$ cat src/cbpe_ram.sv
// Generic single-write, single-read RAM with registered read data.
`default_nettype none

module cbpe_ram #(
  parameter int WIDTH = 8,
  parameter int DEPTH = 16
) (
  input  logic                     clk,
  input  logic                     we,
  input  logic [$clog2(DEPTH)-1:0] waddr,
  input  logic [WIDTH-1:0]         wdata,
  input  logic                     re,
  input  logic [$clog2(DEPTH)-1:0] raddr,
  output logic [WIDTH-1:0]         rdata
);

  logic [WIDTH-1:0] mem [DEPTH];

  always_ff @(posedge clk) begin
    if (we) begin
      mem[waddr] <= wdata;
    end
    if (re) begin
      rdata <= mem[raddr];
    end
  end

endmodule

`default_nettype wire

$ cat config.mk
export PLATFORM = sky130hd
export DESIGN_NAME = cbpe_ram
export DESIGN_NICKNAME = d
export VERILOG_FILES = /design/src/cbpe_ram.sv
export SDC_FILE = /design/constraint.sdc
export NUM_CORES = 1
export LEC_CHECK = 0
export ABC_AREA = 1
export BUFFER_PORTS_ARGS = -buffer_cell sky130_fd_sc_hd__buf_2
export CAP_MARGIN = 20
export CORE_MARGIN = 10
export CORE_UTILIZATION = 55
export CTS_CLUSTER_SIZE = 8
export DETAILED_ROUTE_END_ITERATION = 10
export GPL_TIMING_DRIVEN = 0
export PLACE_DENSITY = 0.75
export SLEW_MARGIN = 25
export SYNTH_ARGS = -nofsm -noshare
export SYNTH_HDL_FRONTEND = slang
export SYNTH_SLANG_ARGS = --single-unit
$ cat constraint.sdc
create_clock -name clk -period 1.14 [get_ports clk]
set_input_delay 0.114 -clock clk [delete_from_list [all_inputs] [get_ports clk]]
set_output_delay 0.114 -clock clk [all_outputs]
set_load 0.005 [all_outputs]
-- Yosys cells after proc, flatten, opt, wreduce, memory -nomap -nowiden
Memory sizes are Yosys's and may differ from the RTL's. A register that Yosys moved wholly into a read port is not among the register bits.
Index checks and enable logic that the tools add are counted.
- mux-type cells: 2
- operators with widths (kind ; count):
    $mux W1 ; 2
- memories kept: 1
- register bits after elaboration: 0
- memory bits (writable): 128
- input bits: 19
- logic and storage cells: 3
- memory list (name ; depth ; bits a word ; read ports ; clocked after memory_dff ; wr ports ; RTL line ; RTL):
    mem ; 16 ; 8 ; 1 ; 1 ; 1 ; 17 ; logic [WIDTH-1:0] mem [DEPTH];

-- Longest topological paths before layout
- word-level depth: 2
- gate-level depth with buffers: 8
- depth with buffers taken out: 7

-- Worst setup path before layout
Ideal clock, no wire load.
- kind: input to register
- from: input port waddr[3]
- to: memory mem[4][0] (enable)
- stages: 2
- data required time: 0.770 ns
- path slack: 0.075 ns
- data arrival time: 0.695 ns
- library setup time: 0.370 ns
- cells stage by stage: nand3b_1 nor2_1
- RTL lines (item ; RTL line ; RTL):
    from (decl) ; 10 ; input logic [$clog2(DEPTH)-1:0] waddr,
    to (decl) ; 17 ;
No word-level cell before the write port.

==> flow_metrics.env <==
export IMPL_yosysMostFrequentCell="nand2_1"
export IMPL_clk_pin_slew_ps=60
export IMPL_synth_seq_cells=136
export IMPL_ys_types=11
export IMPL_end_kind="flop"
export IMPL_synth_fp_nets=570
export IMPL_coreArea_um2=10300
export IMPL_rsz0062_at_grt="true"
export IMPL_grt_pass1_vias=3926
export IMPL_antenna_found_initial=0
export IMPL_critPathKind="reg -> reg"
export IMPL_switching_share_pct=22.6
export IMPL_grt_ovfl_total=0
export IMPL_die_w_um=123
export IMPL_n_fill_cell=718
export IMPL_initial_utilization_pct=56.6
export IMPL_cts_root_buf="clkbuf_8"
export IMPL_dp_cells=710
export IMPL_max_slew_margin_pct=37.5
export IMPL_drive_gt1_share_pct=21.9
export IMPL_postSynthAreaPerCell_um2=10.6
export IMPL_num_antenna_cells=0
export IMPL_row_count=37
export IMPL_final_min_clock_period_ps=1170
export IMPL_path_cells="inv_1 > nand2_1 > nand3_1 > nand3_1 > nand3_2 > nand2_2"
export IMPL_final_cells=744
export IMPL_seqPwrFrac_pct=47.6
export IMPL_cp_max_fo=1
export IMPL_synth_edf_count=136
export IMPL_slew_viol_final=0
export IMPL_power_switching_mw=2.69
export IMPL_finalPower_mw=11.9
export IMPL_setup_slack_ps=-34.8
export IMPL_ys_flop_type="edfxtp_1"
export IMPL_maxCapViolCount=0
export IMPL_cts_made_buffers=17
export IMPL_ys_seq_area_share_pct=69.8
export IMPL_violations="setup timing"
export IMPL_dieArea_um2=15200
export IMPL_fmax_ghz=0.851
export IMPL_yosysWarnings=0
export IMPL_crit_buf_inv=1
export IMPL_cts_buffer_depth=2
export IMPL_fin_skew_ps=6.27
export IMPL_grt_use_total_pct=19.4
export IMPL_placed_area_um2=6130
export IMPL_drt_iter0_markers=452
export IMPL_pwr_density_cell_nw_per_um2=1700
export IMPL_worstMarginPinSlew_ps=934
export IMPL_grt_pass1_wl_um=21500
export IMPL_synth_area_leader_cell="edfxtp_1"
export IMPL_grt_max_degree=17
export IMPL_critPathMostFrequentCell="nand3_1"
export IMPL_outcome="finished with violations"
export IMPL_leakage_nw=3.01
export IMPL_place_hpwl_um=8980
export IMPL_slowest_stage="edfxtp_1"
export IMPL_vdd_drop_max_uv=1240
export IMPL_globalplace_congestion=0.913
export IMPL_critPathTopFamily="simple AND/OR/NAND/NOR gates"
export IMPL_comb_power_share_pct=6.9
export IMPL_post_cts_buffers=0
export IMPL_nets=615
export IMPL_yosysTopAreaCellShare_pct=69.8
export IMPL_drt_drc_violations_left=0
export IMPL_cts_tree="yes"
export IMPL_critPathMaxStageDelay_ps=360
export IMPL_critical_path_required_ps=1420
export IMPL_drt_pass1_iterations=5
export IMPL_finalHoldViolCount=0
export IMPL_cp_start_kind="flop"
export IMPL_area_growth_pct=19.6
export IMPL_worstPathArrival_ps=1460
export IMPL_clkLatencyLatePin_ps=530
export IMPL_portBuffers=23
export IMPL_async_reset_ff_share_pct=0
export IMPL_synth_area_top_cells="edfxtp_1, nand2_1, nand3_1"
export IMPL_vias=4111
export IMPL_routed_wl_um=14500
export IMPL_fin_crit_sh_pct=103
export IMPL_hp_class="in -> reg"
export IMPL_p_int_mw=9.21
export IMPL_pwr_share_clk_pct=45.5
export IMPL_syn_inst=551
export IMPL_die_y_um=123
export IMPL_wire_per_inst_um=19.5
export IMPL_ant_nets=0
export IMPL_vias_per_cell=5.53
export IMPL_fin_area_um2=6990
export IMPL_numClockSinks=136
export IMPL_synth_commonest_cells="nand2_1, edfxtp_1, inv_1"
export IMPL_h_tree_depth=4
export IMPL_ios=27
export IMPL_syn_cell_area_um2=5850
export IMPL_finalSetupViolCount=1
[layout make-up]
type / instances / area, µm² / share of cell area, %
Sequential cell: 136 / 4080 / 58.4
Inverter: 102 / 383 / 5.48
Clock inverter: 14 / 179 / 2.56
Tap cell: 136 / 170 / 2.43
Clock buffer: 17 / 414 / 5.92
Buffer: 24 / 166 / 2.38
Multi-Input combinational cell: 289 / 1450 / 20.8
Timing Repair Buffer: 26 / 145 / 2.08
[state kept, by name, indices dropped and copies added (netlist names)]
register / flops
mem: 128
rdata: 8
[placed cells by master, fill, tap and decap left out, drive strengths merged]
cell	count
dlygate4sd3	3
clkbuf	17
nand3	97
clkinv	8
edfxtp	136
nand2	173
inv	102
nor2	17
nand3b	2
clkinvlp	3
bufinv	3
buf	47
[worst reg2reg max path: cells and delay by family (launching register included)]
family	cells	cell delay (ps)
flops	1	360
buf+inv	1	90
simple gates	5	480
[layer usage]
| metal | GRT usage (%) | part of all wire (%) |
|---|---|---|
| met4 | 8.01 | 3.2 |
| met5 | 0 | 0 |
| met2 | 30.5 | 47 |
| met3 | 4.92 | 10 |
| met1 | 25.2 | 39 |
[cells by family (layout without fill, tap and decap cells)]
family	count (synthesis)	in the layout	synth area share, %
buf+inv	126	183	9.39
flops	136	136	69.8
simple gates	289	289	20.8
[per-stage QoR]
stage	worst slack, ps	setup TNS (ps)	utilization, %	hold slack [ps]
3_3_place_gp	-432	-39490	59.4	441
5_1_grt	-33.4	-305	67.7	21.5
4_1_cts	-12.6	-32.3	65.6	10.8
2_1_floorplan	75.2	0	-	213
6_report	-34.8	-34.8	67.7	26.0
3_5_place_dp	-446	-42200	59.4	458
[power groups by stage]
stage / Combinational (mW) / Sequential [mW] / Clock (mW)
after floorplan: 0.395 / 5.77 / 0
after global placement: 0.688 / 5.76 / 0
after detailed placement: 0.706 / 5.76 / 0
after CTS: 0.733 / 5.66 / 5.42
after global routing: 0.881 / 5.67 / 5.67
final: 0.824 / 5.66 / 5.41
[repair_timing]
item | 4_1_cts | 5_1_grt
resized for setup | 4 | 50
hold endpoints to repair | 40 | 0
setup endpoints to repair | 7 | 16
hold buffers | 3 | 0
pin swaps | 0 | 19
[final timing paths]
kind	depth (start not counted)	to	slack, ps	startpoint
worst max-delay path	6	rdata[3]	-30	mem[6][3]
worst min-delay path	1	mem[1][5]	30	wdata[5]
worst min register to register	6	rdata[5]	760	mem[12][5]
worst max register to register	6	rdata[3]	-30	mem[6][3]
Note: power is estimated with default switching activity, not from simulation.
